$ cat src/rtl/ult_pkg.sv
`timescale 1ns / 1ps
`default_nettype none

package ult_pkg;

    localparam int BUF_BYTES_DEF = 12;

    localparam int          CFG_IDX_W      = 2;
    localparam int          CFG_DATA_W     = 8;
    localparam logic [1:0]  CFG_BIT_PERIOD = 2'd0;
    localparam logic [1:0]  CFG_RX_ENABLE  = 2'd1;

    localparam logic [7:0]  BIT_PERIOD_RST = 8'd104;
    localparam logic [3:0]  TX_FRAME_BITS  = 4'd10;
    localparam logic [3:0]  RX_FRAME_BITS  = 4'd9;
    localparam logic [7:0]  CHAR_LF        = 8'h0A;
    localparam logic [7:0]  CHAR_CR        = 8'h0D;
    localparam logic [9:0]  TX_IDLE_SHIFT  = 10'h3FF;

    typedef enum logic [1:0] {
        REQ_TICK = 2'd0,
        REQ_SEND = 2'd1,
        REQ_READ = 2'd2,
        REQ_DUMP = 2'd3
    } req_t;

    typedef enum logic [1:0] {
        MODE_IDLE = 2'd0,
        MODE_TX   = 2'd1,
        MODE_RX   = 2'd2
    } line_mode_t;

    typedef enum logic [1:0] {
        ST_IDLE     = 2'd0,
        ST_READ_OUT = 2'd1,
        ST_DUMP_OUT = 2'd2
    } ctrl_state_t;

    typedef struct packed {
        logic take;       // input item accepted this cycle
        logic rd_en;      // read the line buffer
        logic load_rd;    // load result register from buffer data
        logic dump_step;  // advance dump position
        logic in_dump;    // a dump is being delivered
    } ult_cmd_t;

    typedef struct packed {
        logic out_free;
        logic dump_last;
    } ult_sts_t;

endpackage

`default_nettype wire

$ cat src/rtl/uart_line_transceiver_top.sv
// Tick and send items give their result in the output register in the cycle after accept;
// a read passes through the registered line buffer read and then the output register.
// Throughput: one tick or send item per cycle while the output register is not stalled; a dump
// gives BUF_BYTES results, one per cycle while not stalled, set by the single buffer read port.
// Reset: aresetn is synchronous, active low; it clears control state and buffer valid bits,
// so unwritten buffer entries read as zero. No clearing pass is needed.
`timescale 1ns / 1ps
`default_nettype none

module uart_line_transceiver_top #(
    parameter int BUF_BYTES = ult_pkg::BUF_BYTES_DEF
) (
    input  wire logic                           aclk,
    input  wire logic                           aresetn,
    input  wire logic                           cfg_wr_en,
    input  wire logic [ult_pkg::CFG_IDX_W-1:0]  cfg_index,
    input  wire logic [ult_pkg::CFG_DATA_W-1:0] cfg_wr_data,
    input  wire logic                           s_valid,
    output logic                                s_ready,
    input  wire logic [1:0]                     s_req_type,
    input  wire logic                           s_rx_line,
    input  wire logic [7:0]                     s_tx_byte,
    output logic                                m_valid,
    input  wire logic                           m_ready,
    output logic                                m_tx_line,
    output logic                                m_busy_res,
    output logic                                m_accepted,
    output logic                                m_rx_event,
    output logic [7:0]                          m_data_byte,
    output logic [3:0]                          m_buf_index,
    output logic                                m_last
);
    import ult_pkg::*;

    ult_cmd_t cmd;
    ult_sts_t sts;

    ult_ctrl u_ctrl (
        .aclk     (aclk),
        .aresetn  (aresetn),
        .s_valid  (s_valid),
        .req_type (s_req_type),
        .s_ready  (s_ready),
        .sts      (sts),
        .cmd      (cmd)
    );

    ult_dp #(
        .BUF_BYTES(BUF_BYTES)
    ) u_dp (
        .aclk        (aclk),
        .aresetn     (aresetn),
        .cfg_wr_en   (cfg_wr_en),
        .cfg_index   (cfg_index),
        .cfg_wr_data (cfg_wr_data),
        .s_req_type  (s_req_type),
        .s_rx_line   (s_rx_line),
        .s_tx_byte   (s_tx_byte),
        .m_ready     (m_ready),
        .m_valid     (m_valid),
        .m_tx_line   (m_tx_line),
        .m_busy_res  (m_busy_res),
        .m_accepted  (m_accepted),
        .m_rx_event  (m_rx_event),
        .m_data_byte (m_data_byte),
        .m_buf_index (m_buf_index),
        .m_last      (m_last),
        .cmd         (cmd),
        .sts         (sts)
    );

    a_tick_send_result: assert property (@(posedge aclk) disable iff (!aresetn)
        (s_valid && s_ready && (s_req_type == REQ_TICK || s_req_type == REQ_SEND))
        |=> m_valid)
        else $error("tick or send item produced no result");

    a_dump_blocks_input: assert property (@(posedge aclk) disable iff (!aresetn)
        (s_valid && s_ready && s_req_type == REQ_DUMP) |=> !s_ready)
        else $error("input taken while dump pending");

    a_load_only_when_busy: assert property (@(posedge aclk) disable iff (!aresetn)
        cmd.load_rd |-> !s_ready)
        else $error("buffer result loaded while accepting input");

    a_last_index: assert property (@(posedge aclk) disable iff (!aresetn)
        (m_valid && m_last) |-> (m_buf_index == 4'(BUF_BYTES - 1)))
        else $error("dump end marker on wrong buffer position");

endmodule

`default_nettype wire

$ cat src/rtl/ult_linebuf.sv
`timescale 1ns / 1ps
`default_nettype none

module ult_linebuf #(
    parameter int BUF_BYTES = 12
) (
    input  wire logic                         aclk,
    input  wire logic                         aresetn,
    input  wire logic                         wr_en,
    input  wire logic [$clog2(BUF_BYTES)-1:0] wr_addr,
    input  wire logic [7:0]                   wr_data,
    input  wire logic                         rd_en,
    input  wire logic [$clog2(BUF_BYTES)-1:0] rd_addr,
    output logic      [7:0]                   rd_data
);
    import ult_pkg::*;

    logic [7:0]           mem_reg [BUF_BYTES];
    logic [BUF_BYTES-1:0] valid_reg;
    logic [7:0]           rd_data_reg;
    logic                 rd_valid_reg;

    // entries never written read as zero
    always_ff @(posedge aclk) begin
        if (!aresetn) begin
            valid_reg    <= '0;
            rd_valid_reg <= 1'b0;
        end else begin
            if (wr_en) begin
                valid_reg[wr_addr] <= 1'b1;
            end
            if (rd_en) begin
                rd_valid_reg <= valid_reg[rd_addr];
            end
        end
    end

    always_ff @(posedge aclk) begin
        if (wr_en) begin
            mem_reg[wr_addr] <= wr_data;
        end
        if (rd_en) begin
            rd_data_reg <= mem_reg[rd_addr];
        end
    end

    assign rd_data = rd_valid_reg ? rd_data_reg : 8'h00;

endmodule

`default_nettype wire

$ cat src/rtl/ult_ctrl.sv
`timescale 1ns / 1ps
`default_nettype none

module ult_ctrl (
    input  wire logic             aclk,
    input  wire logic             aresetn,
    input  wire logic             s_valid,
    input  wire logic [1:0]       req_type,
    output logic                  s_ready,
    input  wire ult_pkg::ult_sts_t sts,
    output ult_pkg::ult_cmd_t     cmd
);
    import ult_pkg::*;

    ctrl_state_t state_reg;
    ctrl_state_t state_next;
    req_t        req;

    assign req = req_t'(req_type);

    always_ff @(posedge aclk) begin
        if (!aresetn) begin
            state_reg <= ST_IDLE;
        end else begin
            state_reg <= state_next;
        end
    end

    always_comb begin
        state_next = state_reg;
        case (state_reg)
            ST_IDLE: begin
                if (s_valid && sts.out_free) begin
                    if (req == REQ_READ) begin
                        state_next = ST_READ_OUT;
                    end else if (req == REQ_DUMP) begin
                        state_next = ST_DUMP_OUT;
                    end
                end
            end
            ST_READ_OUT: begin
                if (sts.out_free) begin
                    state_next = ST_IDLE;
                end
            end
            ST_DUMP_OUT: begin
                if (sts.out_free && sts.dump_last) begin
                    state_next = ST_IDLE;
                end
            end
            default: state_next = ST_IDLE;
        endcase
    end

    always_comb begin
        s_ready = 1'b0;
        cmd     = '0;
        case (state_reg)
            ST_IDLE: begin
                s_ready   = sts.out_free;
                cmd.take  = s_valid && sts.out_free;
                cmd.rd_en = cmd.take && (req == REQ_READ || req == REQ_DUMP);
            end
            ST_READ_OUT: begin
                cmd.load_rd = sts.out_free;
            end
            ST_DUMP_OUT: begin
                cmd.in_dump   = 1'b1;
                cmd.load_rd   = sts.out_free;
                cmd.dump_step = sts.out_free && !sts.dump_last;
                cmd.rd_en     = cmd.dump_step;
            end
            default: begin
                s_ready = 1'b0;
            end
        endcase
    end

endmodule

`default_nettype wire

$ cat src/rtl/ult_dp.sv
`timescale 1ns / 1ps
`default_nettype none

module ult_dp #(
    parameter int BUF_BYTES = 12
) (
    input  wire logic                        aclk,
    input  wire logic                        aresetn,
    input  wire logic                        cfg_wr_en,
    input  wire logic [ult_pkg::CFG_IDX_W-1:0]  cfg_index,
    input  wire logic [ult_pkg::CFG_DATA_W-1:0] cfg_wr_data,
    input  wire logic [1:0]                  s_req_type,
    input  wire logic                        s_rx_line,
    input  wire logic [7:0]                  s_tx_byte,
    input  wire logic                        m_ready,
    output logic                             m_valid,
    output logic                             m_tx_line,
    output logic                             m_busy_res,
    output logic                             m_accepted,
    output logic                             m_rx_event,
    output logic [7:0]                       m_data_byte,
    output logic [3:0]                       m_buf_index,
    output logic                             m_last,
    input  wire ult_pkg::ult_cmd_t           cmd,
    output ult_pkg::ult_sts_t                sts
);
    import ult_pkg::*;

    localparam int IDX_W = $clog2(BUF_BYTES);
    localparam logic [IDX_W:0]   WI_MAX    = (IDX_W + 1)'(BUF_BYTES - 2);
    localparam logic [IDX_W-1:0] DUMP_LAST = IDX_W'(BUF_BYTES - 1);

    req_t req;

    // configuration
    logic [7:0] bit_period_reg;
    logic       rx_enable_reg;

    // line engine state
    line_mode_t       mode_reg, mode_next;
    logic [7:0]       tick_count_reg, tick_count_next;
    logic [3:0]       bit_count_reg, bit_count_next;
    logic [9:0]       tx_shift_reg, tx_shift_next;
    logic [7:0]       rx_shift_reg, rx_shift_next;
    logic [IDX_W-1:0] write_index_reg, write_index_next;
    logic             event_flag_reg, event_flag_next;
    logic             pending_nl_reg, pending_nl_next;
    logic             prev_rx_reg, prev_rx_next;
    logic             ev_hold_reg, ev_hold_next;
    logic [IDX_W-1:0] dump_idx_reg, dump_idx_next;

    // result register
    logic       m_valid_reg, m_valid_next;
    logic       m_tx_line_reg, m_busy_res_reg, m_accepted_reg, m_rx_event_reg, m_last_reg;
    logic [7:0] m_data_byte_reg;
    logic [3:0] m_buf_index_reg;

    logic             out_ld;
    logic             o_tx_line, o_busy, o_accepted, o_rx_event, o_last;
    logic [7:0]       o_data;
    logic [3:0]       o_index;
    logic             send_ok;
    logic [7:0]       tick_lim;
    logic [8:0]       tick_inc;
    logic             bit_done;
    logic [3:0]       bit_inc;
    logic [IDX_W:0]   wi_inc;
    logic [IDX_W-1:0] wi_sat;
    logic             buf_wr_en;
    logic [IDX_W-1:0] buf_rd_addr;
    logic [7:0]       buf_rd_data;
    logic [7:0]       frame_byte;

    assign req = req_t'(s_req_type);

    ult_linebuf #(
        .BUF_BYTES(BUF_BYTES)
    ) u_linebuf (
        .aclk    (aclk),
        .aresetn (aresetn),
        .wr_en   (buf_wr_en),
        .wr_addr (wi_sat),
        .wr_data (rx_shift_next),
        .rd_en   (cmd.rd_en),
        .rd_addr (buf_rd_addr),
        .rd_data (buf_rd_data)
    );

    // start bit is sampled after half a period
    always_comb begin
        tick_lim = (mode_reg == MODE_RX && bit_count_reg == 4'd0) ?
                   {1'b0, bit_period_reg[7:1]} : bit_period_reg;
        if (tick_lim == 8'd0) begin
            tick_lim = 8'd1;
        end
    end

    assign tick_inc = {1'b0, tick_count_reg} + 9'd1;
    assign bit_done = tick_inc >= {1'b0, tick_lim};
    assign bit_inc  = bit_count_reg + 4'd1;
    assign wi_inc   = {1'b0, write_index_reg} + (IDX_W + 1)'(1);
    assign wi_sat   = (wi_inc > WI_MAX) ? WI_MAX[IDX_W-1:0] : wi_inc[IDX_W-1:0];
    assign frame_byte = (s_tx_byte == CHAR_LF) ? CHAR_CR : s_tx_byte;

    always_comb begin
        if (cmd.take && req == REQ_DUMP) begin
            buf_rd_addr = '0;
        end else if (cmd.in_dump) begin
            buf_rd_addr = dump_idx_reg + IDX_W'(1);
        end else begin
            buf_rd_addr = write_index_reg;
        end
    end

    always_comb begin
        mode_next        = mode_reg;
        tick_count_next  = tick_count_reg;
        bit_count_next   = bit_count_reg;
        tx_shift_next    = tx_shift_reg;
        rx_shift_next    = rx_shift_reg;
        write_index_next = write_index_reg;
        event_flag_next  = event_flag_reg;
        pending_nl_next  = pending_nl_reg;
        prev_rx_next     = prev_rx_reg;
        ev_hold_next     = ev_hold_reg;
        dump_idx_next    = dump_idx_reg;
        send_ok          = 1'b0;
        buf_wr_en        = 1'b0;

        if (cmd.take) begin
            case (req)
                REQ_TICK: begin
                    prev_rx_next = s_rx_line;
                    case (mode_reg)
                        MODE_TX: begin
                            if (bit_done) begin
                                tick_count_next = 8'd0;
                                tx_shift_next   = {1'b1, tx_shift_reg[9:1]};
                                bit_count_next  = bit_inc;
                                if (bit_inc >= TX_FRAME_BITS) begin
                                    bit_count_next = 4'd0;
                                    if (pending_nl_reg) begin
                                        // second frame of a CR LF pair
                                        pending_nl_next = 1'b0;
                                        tx_shift_next   = {CHAR_LF, 2'b01};
                                    end else begin
                                        mode_next     = MODE_IDLE;
                                        tx_shift_next = TX_IDLE_SHIFT;
                                    end
                                end
                            end else begin
                                tick_count_next = tick_inc[7:0];
                            end
                        end
                        MODE_RX: begin
                            if (bit_done) begin
                                tick_count_next = 8'd0;
                                if (bit_count_reg != 4'd0) begin
                                    rx_shift_next = {s_rx_line, rx_shift_reg[7:1]};
                                end
                                bit_count_next = bit_inc;
                                if (bit_inc >= RX_FRAME_BITS) begin
                                    write_index_next = wi_sat;
                                    buf_wr_en        = 1'b1;
                                    event_flag_next  = 1'b1;
                                    mode_next        = MODE_IDLE;
                                    bit_count_next   = 4'd0;
                                end
                            end else begin
                                tick_count_next = tick_inc[7:0];
                            end
                        end
                        default: begin
                            if (rx_enable_reg && prev_rx_reg && !s_rx_line) begin
                                mode_next       = MODE_RX;
                                tick_count_next = 8'd0;
                                bit_count_next  = 4'd0;
                                rx_shift_next   = 8'd0;
                            end
                        end
                    endcase
                end
                REQ_SEND: begin
                    if (mode_reg == MODE_IDLE && !pending_nl_reg) begin
                        send_ok         = 1'b1;
                        pending_nl_next = (s_tx_byte == CHAR_LF);
                        tx_shift_next   = {frame_byte, 2'b01};
                        tick_count_next = 8'd0;
                        bit_count_next  = 4'd0;
                        mode_next       = MODE_TX;
                    end
                end
                REQ_READ: begin
                    ev_hold_next    = event_flag_reg;
                    event_flag_next = 1'b0;
                end
                REQ_DUMP: begin
                    ev_hold_next     = event_flag_reg;
                    write_index_next = '0;
                    dump_idx_next    = '0;
                end
                default: begin
                    ev_hold_next = ev_hold_reg;
                end
            endcase
        end

        if (cmd.dump_step) begin
            dump_idx_next = dump_idx_reg + IDX_W'(1);
        end
    end

    always_comb begin
        out_ld = cmd.load_rd || (cmd.take && (req == REQ_TICK || req == REQ_SEND));
        if (cmd.load_rd) begin
            o_tx_line  = tx_shift_reg[0];
            o_busy     = (mode_reg != MODE_IDLE);
            o_accepted = 1'b0;
            o_rx_event = ev_hold_reg;
            o_data     = buf_rd_data;
            o_index    = cmd.in_dump ? 4'(dump_idx_reg) : 4'(write_index_reg);
            o_last     = cmd.in_dump && (dump_idx_reg == DUMP_LAST);
        end else begin
            o_tx_line  = tx_shift_next[0];
            o_busy     = (mode_next != MODE_IDLE);
            o_accepted = send_ok;
            o_rx_event = event_flag_next;
            o_data     = 8'h00;
            o_index    = 4'd0;
            o_last     = 1'b0;
        end
        if (out_ld) begin
            m_valid_next = 1'b1;
        end else if (m_ready) begin
            m_valid_next = 1'b0;
        end else begin
            m_valid_next = m_valid_reg;
        end
    end

    always_ff @(posedge aclk) begin
        if (!aresetn) begin
            bit_period_reg  <= BIT_PERIOD_RST;
            rx_enable_reg   <= 1'b0;
            mode_reg        <= MODE_IDLE;
            tick_count_reg  <= 8'd0;
            bit_count_reg   <= 4'd0;
            tx_shift_reg    <= TX_IDLE_SHIFT;
            rx_shift_reg    <= 8'd0;
            write_index_reg <= '0;
            event_flag_reg  <= 1'b0;
            pending_nl_reg  <= 1'b0;
            prev_rx_reg     <= 1'b1;
            ev_hold_reg     <= 1'b0;
            dump_idx_reg    <= '0;
            m_valid_reg     <= 1'b0;
        end else begin
            if (cfg_wr_en && cfg_index == CFG_BIT_PERIOD) begin
                bit_period_reg <= cfg_wr_data;
            end
            if (cfg_wr_en && cfg_index == CFG_RX_ENABLE) begin
                rx_enable_reg <= cfg_wr_data[0];
            end
            mode_reg        <= mode_next;
            tick_count_reg  <= tick_count_next;
            bit_count_reg   <= bit_count_next;
            tx_shift_reg    <= tx_shift_next;
            rx_shift_reg    <= rx_shift_next;
            write_index_reg <= write_index_next;
            event_flag_reg  <= event_flag_next;
            pending_nl_reg  <= pending_nl_next;
            prev_rx_reg     <= prev_rx_next;
            ev_hold_reg     <= ev_hold_next;
            dump_idx_reg    <= dump_idx_next;
            m_valid_reg     <= m_valid_next;
        end
    end

    always_ff @(posedge aclk) begin
        if (out_ld) begin
            m_tx_line_reg   <= o_tx_line;
            m_busy_res_reg  <= o_busy;
            m_accepted_reg  <= o_accepted;
            m_rx_event_reg  <= o_rx_event;
            m_data_byte_reg <= o_data;
            m_buf_index_reg <= o_index;
            m_last_reg      <= o_last;
        end
    end

    assign sts.out_free  = !m_valid_reg || m_ready;
    assign sts.dump_last = (dump_idx_reg == DUMP_LAST);

    assign m_valid     = m_valid_reg;
    assign m_tx_line   = m_tx_line_reg;
    assign m_busy_res  = m_busy_res_reg;
    assign m_accepted  = m_accepted_reg;
    assign m_rx_event  = m_rx_event_reg;
    assign m_data_byte = m_data_byte_reg;
    assign m_buf_index = m_buf_index_reg;
    assign m_last      = m_last_reg;

endmodule

`default_nettype wire

$ cat config.mk
export PLATFORM = sky130hd
export DESIGN_NAME = uart_line_transceiver_top
export DESIGN_NICKNAME = d
export VERILOG_FILES = /design/src/rtl/ult_pkg.sv /design/src/rtl/uart_line_transceiver_top.sv /design/src/rtl/ult_linebuf.sv /design/src/rtl/ult_ctrl.sv /design/src/rtl/ult_dp.sv
export SDC_FILE = /design/constraint.sdc
export NUM_CORES = 1
export LEC_CHECK = 0
export BUFFER_PORTS_ARGS = -buffer_cell sky130_fd_sc_hd__buf_2
export CAP_MARGIN = 20
export CELL_PAD_IN_SITES_DETAIL_PLACEMENT = 0
export CELL_PAD_IN_SITES_GLOBAL_PLACEMENT = 1
export CORE_MARGIN = 2
export CORE_UTILIZATION = 40
export DETAILED_ROUTE_END_ITERATION = 10
export HOLD_SLACK_MARGIN = 0.02
export PLACE_DENSITY = 0.72
export SETUP_SLACK_MARGIN = 0.02
export SYNTH_ARGS = -nofsm -noshare
export SYNTH_HDL_FRONTEND = slang
export SYNTH_HIERARCHICAL = 1
export SYNTH_SLANG_ARGS = --single-unit
$ cat constraint.sdc
create_clock -name aclk -period 5.2 [get_ports aclk]
set_input_delay 0 -clock aclk [delete_from_list [all_inputs] [get_ports aclk]]
set_output_delay 0 -clock aclk [all_outputs]
set_load 0.005 [all_outputs]
Word-level counts from Yosys, hierarchy flattened
Memories as Yosys holds them, arrays and structs flattened. A register that Yosys moved wholly into a read port is not among the register bits.
Index checks and enable logic that the tools add are counted.
{"block": "op_classes", "n_addsub": 4, "order_cmp": 7, "eq_ne": 24, "muxes": 88, "n_bitwise": 3, "reduce_logical": 50}
{"operator": "8-bit 2-to-1 mux", "n": 12}
{"operator": "4-bit 2-to-1 mux", "n": 16}
{"operator": "10-bit 2-to-1 mux", "n": 5}
{"operator": "8-bit case mux with 2 select lines", "n": 2}
{"operator": "2-bit 2-to-1 mux", "n": 14}
{"operator": "1-bit 2-to-1 mux", "n": 27}
{"operator": "4-bit case mux with 2 select lines", "n": 3}
{"operator": "10-bit case mux with 2 select lines", "n": 1}
{"operator": "2-bit by 1-bit != test with 1-bit output (second input constant)", "n": 8}
{"operator": "1-bit logical AND", "n": 14}
{"operator": "2-bit nonzero test", "n": 7}
{"operator": "12-bit bitwise OR", "n": 1}
{"operator": "6-bit AND reduction", "n": 2}
{"operator": "4-bit by 5-bit less-than comparator with 1-bit output (second input constant)", "n": 2}
{"operator": "5-bit AND reduction", "n": 2}
{"operator": "8-bit by 1-bit adder with 9-bit output (second input constant)", "n": 1}
{"operator": "9-bit by 8-bit >= comparator with 1-bit output", "n": 1}
{"operator": "3-bit by 2-bit != test with 1-bit output (second input constant)", "n": 3}
{"operator": "4-bit by 1-bit adder with 4-bit output (second input constant)", "n": 2}
{"operator": "2-bit by 1-bit == test with 1-bit output (second input constant)", "n": 4}
{"operator": "2-bit == test (second input constant)", "n": 4}
{"operator": "8-bit by 4-bit == test with 1-bit output (second input constant)", "n": 1}
{"operator": "4-bit >= comparator (second input constant)", "n": 2}
{"operator": "2-bit logical NOT", "n": 4}
{"operator": "other kinds (22)", "n": 38}
{"block": "word_totals", "ff_bits": 86, "ramBits": 96, "inputBits": 26, "output_inout_bits": 19, "wordCells": 202, "mem_count": 1}
{"memory": "u_dp.u_linebuf.mem_reg", "words": 12, "word_bits": 8, "read_ports": 1, "rd_ports_with_merged_regs": 1, "wr": 1, "line": "ult_linebuf.sv:18", "source": "logic [7:0] mem_reg [BUF_BYTES];"}

Logic depth before layout (Yosys ltp)
Gate-level depths: netlist of the first run.
{"block": "logic_depth", "ltp_word": 12, "mapped_depth": 18}

By module
The synthesis of the first run kept the hierarchy.
{"mod": "ult_linebuf", "n_inst": 1, "cells_per_inst": 223, "area_per_inst_um2": 4518.1, "seq_area_each_um2": 3383.2}
{"mod": "ult_dp", "n_inst": 1, "cells_per_inst": 444, "area_per_inst_um2": 4032.6, "seq_area_each_um2": 1591.5}
{"mod": "ult_ctrl", "n_inst": 1, "cells_per_inst": 24, "area_per_inst_um2": 191.4, "seq_area_each_um2": 40.0}

Worst setup path after synthesis of the first run
No wires, ideal clock.
{"block": "synth_path", "kind": "reg-to-reg", "startpoint": "register u_dp.mode_reg[0]", "endpoint": "memory u_dp.u_linebuf.mem_reg[0][0] (enable)", "setup_time_ns": 0.386, "t_arrival_ns": 3.789, "required_time_ns": 4.814, "path_slack_ns": 1.025, "stages_incl_launch_ff": 18, "n_path_buf": 2, "period_less_slack_ns": 4.175, "path_cell_list": "dfxtp_1 > inv_1 > ha_1 > and3_1 > clkbuf_1 > mux2i_1 > nand3_1 > o21ai_0 > ha_1 > nor2b_1 > o21ai_0 > a21oi_1 > o21ai_4 > buf_6 > nand3_2 > inv_1 > or3b_2 > nor3_1"}
{"block": "synth_via", "elab_chain_len": 12}
{"item": "from (decl)", "line": "ult_dp.sv:40", "source": "line_mode_t mode_reg, mode_next;"}
{"item": "from (signal assigned)", "line": "ult_dp.sv:264", "source": "mode_reg <= mode_next;"}
{"item": "2-bit == test (*)", "line": "ult_dp.sv:91, ult_dp.sv:134"}
{"item": "1-bit logical AND", "line": "ult_dp.sv:91", "source": "tick_lim = (mode_reg == MODE_RX && bit_count_reg == 4'd0) ?"}
{"item": "8-bit 2-to-1 mux", "line": "ult_dp.sv:91"}
{"item": "8-bit logical NOT", "line": "ult_dp.sv:93", "source": "if (tick_lim == 8'd0) begin"}
{"item": "8-bit 2-to-1 mux", "line": "ult_dp.sv:93"}
{"item": "9-bit by 8-bit >= comparator with 1-bit output", "line": "ult_dp.sv:99", "source": "assign bit_done = tick_inc >= {1'b0, tick_lim};"}
{"item": "1-bit 2-to-1 mux", "line": "ult_dp.sv:156", "source": "if (bit_done) begin"}
{"item": "1-bit 2-to-1 mux (*)", "line": "ult_dp.sv:134", "source": "case (mode_reg)"}
{"item": "1-bit 2-to-1 mux (*)", "line": "ult_dp.sv:131", "source": "case (req)"}
{"item": "1-bit 2-to-1 mux (*)", "line": "ult_dp.sv:130", "source": "if (cmd.take) begin"}
{"item": "net u_dp.buf_wr_en", "line": "ult_dp.sv:69", "source": "logic buf_wr_en;"}
{"item": "1-bit 2-to-1 mux (*)", "line": "ult_linebuf.sv:39", "source": "if (wr_en) begin"}
{"item": "1-bit 2-to-1 mux (implied by the code) (*)", "line": "ult_linebuf.sv:40", "source": "mem_reg[wr_addr] <= wr_data;"}
{"item": "to (decl)", "line": "ult_linebuf.sv:18"}
Mark *: on every way through the listed nets, which the timed path passes. The rest lies on a longest branch.

Worst setup path in the final report of the first run
{"block": "layout_path", "startpoint": "register u_dp.mode_reg[0]", "endpoint": "memory u_dp.u_linebuf.mem_reg[1][3] (enable)"}
The elaborated chain is that of the path after synthesis.

==> qor.yml, run 1 <==
synth_warnings: 6
synth_flop_cell: "edfxtp_1"
synth_cells: 691
dieHeight_um: 152
via_per_inst: 5.54
seq_area_um2: 5010
drive_gt1_share_pct: 16.7
cap_violations: 0
first_pass_iters: 5
hold_violations: 0
final.setup.tns_ns: 0
root_buffer: "clkbuf_16"
clock-sinks: 190
cp_slowest_cell: "nor2_1"
p_leak_nw: 3.30
p_total_w: 0.00316
gr-usage-met1_pct: 21.8
antenna_cells: 0
routed-via-count: 5835
reg2reg_from: "u_dp/mode_reg[0]"
tightest_slew_ns: 1.02
crit_fanout: 14
hpwl_um: 13100
synth_area_leaders: "edfxtp_1, dfxtp_1, mux4_2"
synth_edf_count: 121
rrSetupSlack_ns: 0.59
grt_util_met3_pct: 3.57
period_needed_ns: 4.61
die-area_um2: 23100
postRouteAntennaNets: 0
slew_headroom_pct: 31.9
hold_ws_ns: 0.0588
grt.overflow.total: 0
fmax_mhz: 217
insertion_delay_ns: 0.43
start_kind: "flop"
synth_top_cell_area_share_pct: 41.6
slew_viol_final: 0
fp.dieW_um: 152
hold_path_end: "u_dp/m_valid"
synth_seq_cells: 190
synth_area_um2: 8740
grt_max_degree: 49
reg2reg_to: "u_dp/u_linebuf/mem_reg[1][3]"
rows: 54
synthArstFlopShare_pct: 0
use_met2_pct: 27.9
fin_nets: 807
core_um2: 21600
antenna_found_initial: 0
cts_made_buffers: 17
status: "complete, no violations"
required_ns: 5.26
fin_skew_ns: 0.0107
multi_input_area_um2: 3490
crit_chain: "inv_1 > ha_1 > and3_1 > mux2i_1 > nand4_1 > o21ai_0 > ha_1 > nor2b_1 > o21ai_0 > a21oi_1 > o21ai_4 > nand3_2 > inv_1 > or3b_2 > nor2_1"
track_usage_pct: 16.7
grt_pass1_wl_um: 30800
setup_ws_ns: 0.588
min_from: "m_ready"
post_drt_wl_per_cell_um: 18.1
finalSetupViolCount: 0
syn_area_per_cell_um2: 12.7
period_share_pct: 88.7
ys_top_cells_by_count: "edfxtp_1, dfxtp_1, nand2_1, nor2_1, a21oi_1"
ys_seq_area_share_pct: 57.4
crit_arrival_ns: 4.67
initial_core_util_pct: 40.4
grt.busiest_layer: "met2"
rsz0062_at_grt: "false"
r2r_cells: 15
endpoint_kind: "flop"
p_per_area_nw_per_um2: 313
ys_types: 78
gp_congestion: 0.843
drtIter0Drc: 439
drcViolationCount: 0
hold_path_class: "in2reg"
cts_tree: "yes"
h-tree-depth: 4
cts_buffer_depth: 2
io_buffer_count: 44
cts_resized: 0
critical_path.max_stage_delay_ns: 0.64
wirelength_um: 19100
final_core_util_pct: 46.6
ir_worst_vdd_v: 0.000226
ios: 45
largest_reg_flops: 96
yosysTopAreaCell: "edfxtp_1"
post_cts_buffers: 0
syn2layout_area_growth_pct: 15.3
critical_path_class: "reg2reg"
syn_nets: 738
path_clk_slew_ns: 0.07
min_path_cells: 3
post-place-ws_ns: 0.621
num-fill-cells: 1938
yosysMostFrequentCell: "edfxtp_1"
grt_pass1_vias: 5785
## critical path: cells and delay by family, from the launching register on
family | cells | cell delay (ns)
buffers and inverters | 2 | 0.26
adders and majority gates | 2 | 0.35
muxes | 1 | 0.33
and+or+nand+nor | 6 | 2.01
AOI/OAI and AO/OA | 4 | 0.96
DFF | 1 | 0.32
## where the power goes
part | internal [W] | switching [W] | leakage, nW | total (W)
combinational | 0.0000722 | 0.000110 | 1.50 | 0.000182
clock | 0.000765 | 0.000586 | 0.298 | 0.00135
sequential | 0.00162 | 0.0000111 | 1.50 | 0.00163
total | 0.00245 | 0.000707 | 3.30 | 0.00316
## worst max-delay path by stage
stage / startpoint / to / cells past startpoint
floorplan: u_dp/mode_reg[0] / u_dp/u_linebuf/mem_reg[0][0] / 17
finish: u_dp/mode_reg[0] / u_dp/u_linebuf/mem_reg[1][3] / 15
global route: u_dp/mode_reg[0] / u_dp/u_linebuf/mem_reg[2][4] / 15
detailed placement: u_dp/mode_reg[0] / u_dp/u_linebuf/mem_reg[1][4] / 15
global placement: u_dp/mode_reg[0] / u_dp/u_linebuf/mem_reg[2][4] / 15
CTS: u_dp/mode_reg[0] / u_dp/u_linebuf/mem_reg[1][3] / 15
## final cells by class
class / instances / area share [%]
clock buffers: 21 / 4.68
repair buffers: 79 / 5.36
well taps: 280 / 3.47
inverters: 20 / 0.745
flip-flops and latches: 190 / 49.7
clock inverters: 11 / 1.38
multi-input cells: 452 / 34.6
## metrics by stage
step | std cells | instance area [um^2]
after global placement | 998 | 9240
after detailed placement | 998 | 9240
after CTS | 1053 | 10100
final | 1053 | 10100
after floorplan | 691 | 8740
after global routing | 1053 | 10100
## layout by cell type, fill, tap and decap left out, types with 4 or more instances in the layout
cell type	n
nor2b_1	6
buf_4	12
nand3_1	21
o21ai_0	18
inv_1	20
a22o_1	8
mux2i_1	31
and3_1	9
o22ai_1	8
xnor2_1	5
clkbuf_16	18
buf_2	44
mux4_1	6
nand3b_1	6
a31oi_1	4
nand2b_1	12
edfxtp_1	121
nor3_1	13
dlygate4sd3_1	23
a211oi_1	6
xor2_1	6
nand4_1	7
and2_1	22
dfxtp_1	69
o21ai_1	11
a21oi_1	33
mux4_2	21
inv_6	5
nor2_1	50
o21a_1	14
nand2_1	50
ha_1	21
## layer usage
| layer | part of all wire (%) | up-vias |
|---|---|---|
| li1 | - | 2762 |
| met1 | 44 | 2907 |
| met2 | 50 | 133 |
| met3 | 3.9 | 33 |
| met4 | 2.1 | 0 |
| met5 | 0 | - |
## cell families after synthesis
logic type,count (synthesis),share of synthesized area (%)
flops,190,57.4
fa+ha+maj,21,3.01
buf+inv,49,2.93
mux,58,10.8
xor+xnor,11,1.10
compound gates,140,11.5
simple gates,222,13.4
## timing repair
action | in CTS | in global routing
endpoints found under the setup margin | 0 | 0
hold buffers | 23 | 0
hold endpoints to repair | 23 | 0
Power figures use the tool's default switching activity.
==> run 2: changes to the inputs <==
--- a/config.mk
+++ b/config.mk
@@ -9,7 +9,6 @@
 export CAP_MARGIN = 20
 export CELL_PAD_IN_SITES_DETAIL_PLACEMENT = 0
 export CELL_PAD_IN_SITES_GLOBAL_PLACEMENT = 1
-export CORE_MARGIN = 2
 export CORE_UTILIZATION = 40
 export DETAILED_ROUTE_END_ITERATION = 10
 export HOLD_SLACK_MARGIN = 0.02
==> constraint.sdc (replaced) <==
create_clock -name aclk -period 5.14 [get_ports aclk]
set_input_delay 0 -clock aclk [delete_from_list [all_inputs] [get_ports aclk]]
set_output_delay 0 -clock aclk [all_outputs]
set_load 0.005 [all_outputs]
==> qor.yml, run 2 (same netlist as run 1, synthesis figures left out) <==
dieHeight_um: 150
cts_tree: "yes"
routed-via-count: 5768
period_needed_ns: 4.24
drcViolationCount: 0
ios: 45
insertion_delay_ns: 0.43
crit_buf_inv: 2
path_clk_slew_ns: 0.07
syn2layout_area_growth_pct: 15.1
via_per_inst: 5.51
hold_path_class: "in2reg"
crit_chain: "inv_1 > ha_1 > and3_1 > mux2i_1 > nand4_1 > o21ai_0 > ha_1 > nor2b_1 > o21ai_0 > a21oi_1 > o21ai_4 > nand3_2 > inv_1 > or3b_2 > nor2_1"
num-fill-cells: 1892
drtIter0Drc: 458
post-place-ws_ns: 0.928
finalSetupViolCount: 0
cts_made_buffers: 17
rsz0062_at_grt: "false"
layout_commonest_cell: "edfxtp_1"
fin_nets: 805
mostFrequentLayoutCells: "edfxtp_1, dfxtp_1, nand2_1, nor2_1, buf_2"
p_leak_nw: 3.30
die-area_um2: 22500
grt.overflow.total: 0
rows: 53
hold_violations: 0
start_kind: "flop"
fin_skew_ns: 0.00916
slew_headroom_pct: 34.3
postRouteAntennaNets: 0
cp_top_family: "simple AND/OR/NAND/NOR gates"
setup_ws_ns: 0.905
io_buffer_count: 44
crit_fanout: 9
critical_path_class: "reg2reg"
root_buffer: "clkbuf_16"
required_ns: 5.20
slew_viol_final: 0
grt_pass1_vias: 5718
final.setup.tns_ns: 0
core_um2: 21200
p_total_w: 0.00317
critical_path.max_stage_delay_ns: 0.68
cp_slowest_cell: "nor2_1"
rrSetupSlack_ns: 0.90
clock-sinks: 190
ir_worst_vdd_v: 0.000232
fp.dieW_um: 150
grt_pass1_wl_um: 30400
antenna_cells: 0
endpoint_kind: "flop"
cts_buffer_depth: 2
post_drt_wl_per_cell_um: 18.3
cts_resized: 0
status: "complete, no violations"
gp_congestion: 0.803
hpwl_um: 13100
crit_arrival_ns: 4.29
grt_max_degree: 49
largest_reg_flops: 96
p_per_area_nw_per_um2: 315
drive_gt1_share_pct: 16.7
cap_violations: 0
track_usage_pct: 18.1
first_pass_iters: 5
initial_core_util_pct: 41.2
fmax_mhz: 236
tightest_slew_ns: 0.984
period_share_pct: 82.4
wirelength_um: 19100
h-tree-depth: 4
antenna_found_initial: 0
-- run 2: per-stage QoR --
stage | instance area [um^2] | util [%] | hold WS (ns) | cells
after floorplan | 8740 | - | 0.118 | 691
after global routing | 10100 | 47.4 | 0.0906 | 1046
after detailed placement | 9230 | 43.5 | 0.236 | 992
after CTS | 10100 | 47.4 | 0.0651 | 1045
after global placement | 9230 | 43.5 | 0.230 | 992
final | 10100 | 47.4 | 0.0769 | 1046
-- run 2: report_power, final --
part | switching [W] | internal [W]
Sequential | 0.0000117 | 0.00164
Combinational | 0.000109 | 0.0000711
Clock | 0.000568 | 0.000777
Total | 0.000689 | 0.00249
-- run 2: layout make-up --
type / instances / area (um^2) / area share, %
sequential: 190 / 5010 / 49.8
multi-input combinational: 452 / 3490 / 34.7
clock buffer: 23 / 523 / 5.20
timing repair buffer: 77 / 520 / 5.17
tap: 275 / 344 / 3.42
clock inverter: 9 / 91.3 / 0.908
inverter: 20 / 75.1 / 0.746
-- run 2: per-layer routing --
| metal | GRT usage (%) | wire (um) |
|---|---|---|
| met2 | 30.1 | 9350 |
| met5 | 0 | 0 |
| met1 | 23.4 | 8790 |
| met4 | 6.67 | 352 |
| met3 | 3.41 | 627 |
-- run 2: worst reg2reg max path, stage by stage (launching register included) --
cell and delay, ns:
dfxtp_1 0.33, inv_1 0.12, ha_1 0.20, and3_1 0.42
mux2i_1 0.32, nand4_1 0.12, o21ai_0 0.18, ha_1 0.15
nor2b_1 0.04, o21ai_0 0.15, a21oi_1 0.16, o21ai_4 0.18
nand3_2 0.17, inv_1 0.13, or3b_2 0.51, nor2_1 0.68
-- run 2: path summary, 6_finish.rpt --
kind | cells after the start | from | endpoint
worst max-delay path | 15 | u_dp/mode_reg[0] | u_dp/u_linebuf/mem_reg[3][1]
worst min-delay path | 5 | cfg_index[1] | u_dp/bit_period_reg[6]
worst max register to register | 15 | u_dp/mode_reg[0] | u_dp/u_linebuf/mem_reg[3][1]
worst min register to register | 2 | u_dp/ev_hold_reg | u_dp/ev_hold_reg
-- run 2: timing repair --
| action | in CTS | in global routing |
|---|---|---|
| hold buffers | 21 | 0 |
| buffers inserted | 0 | 0 |
| hold endpoints to repair | 23 | 0 |
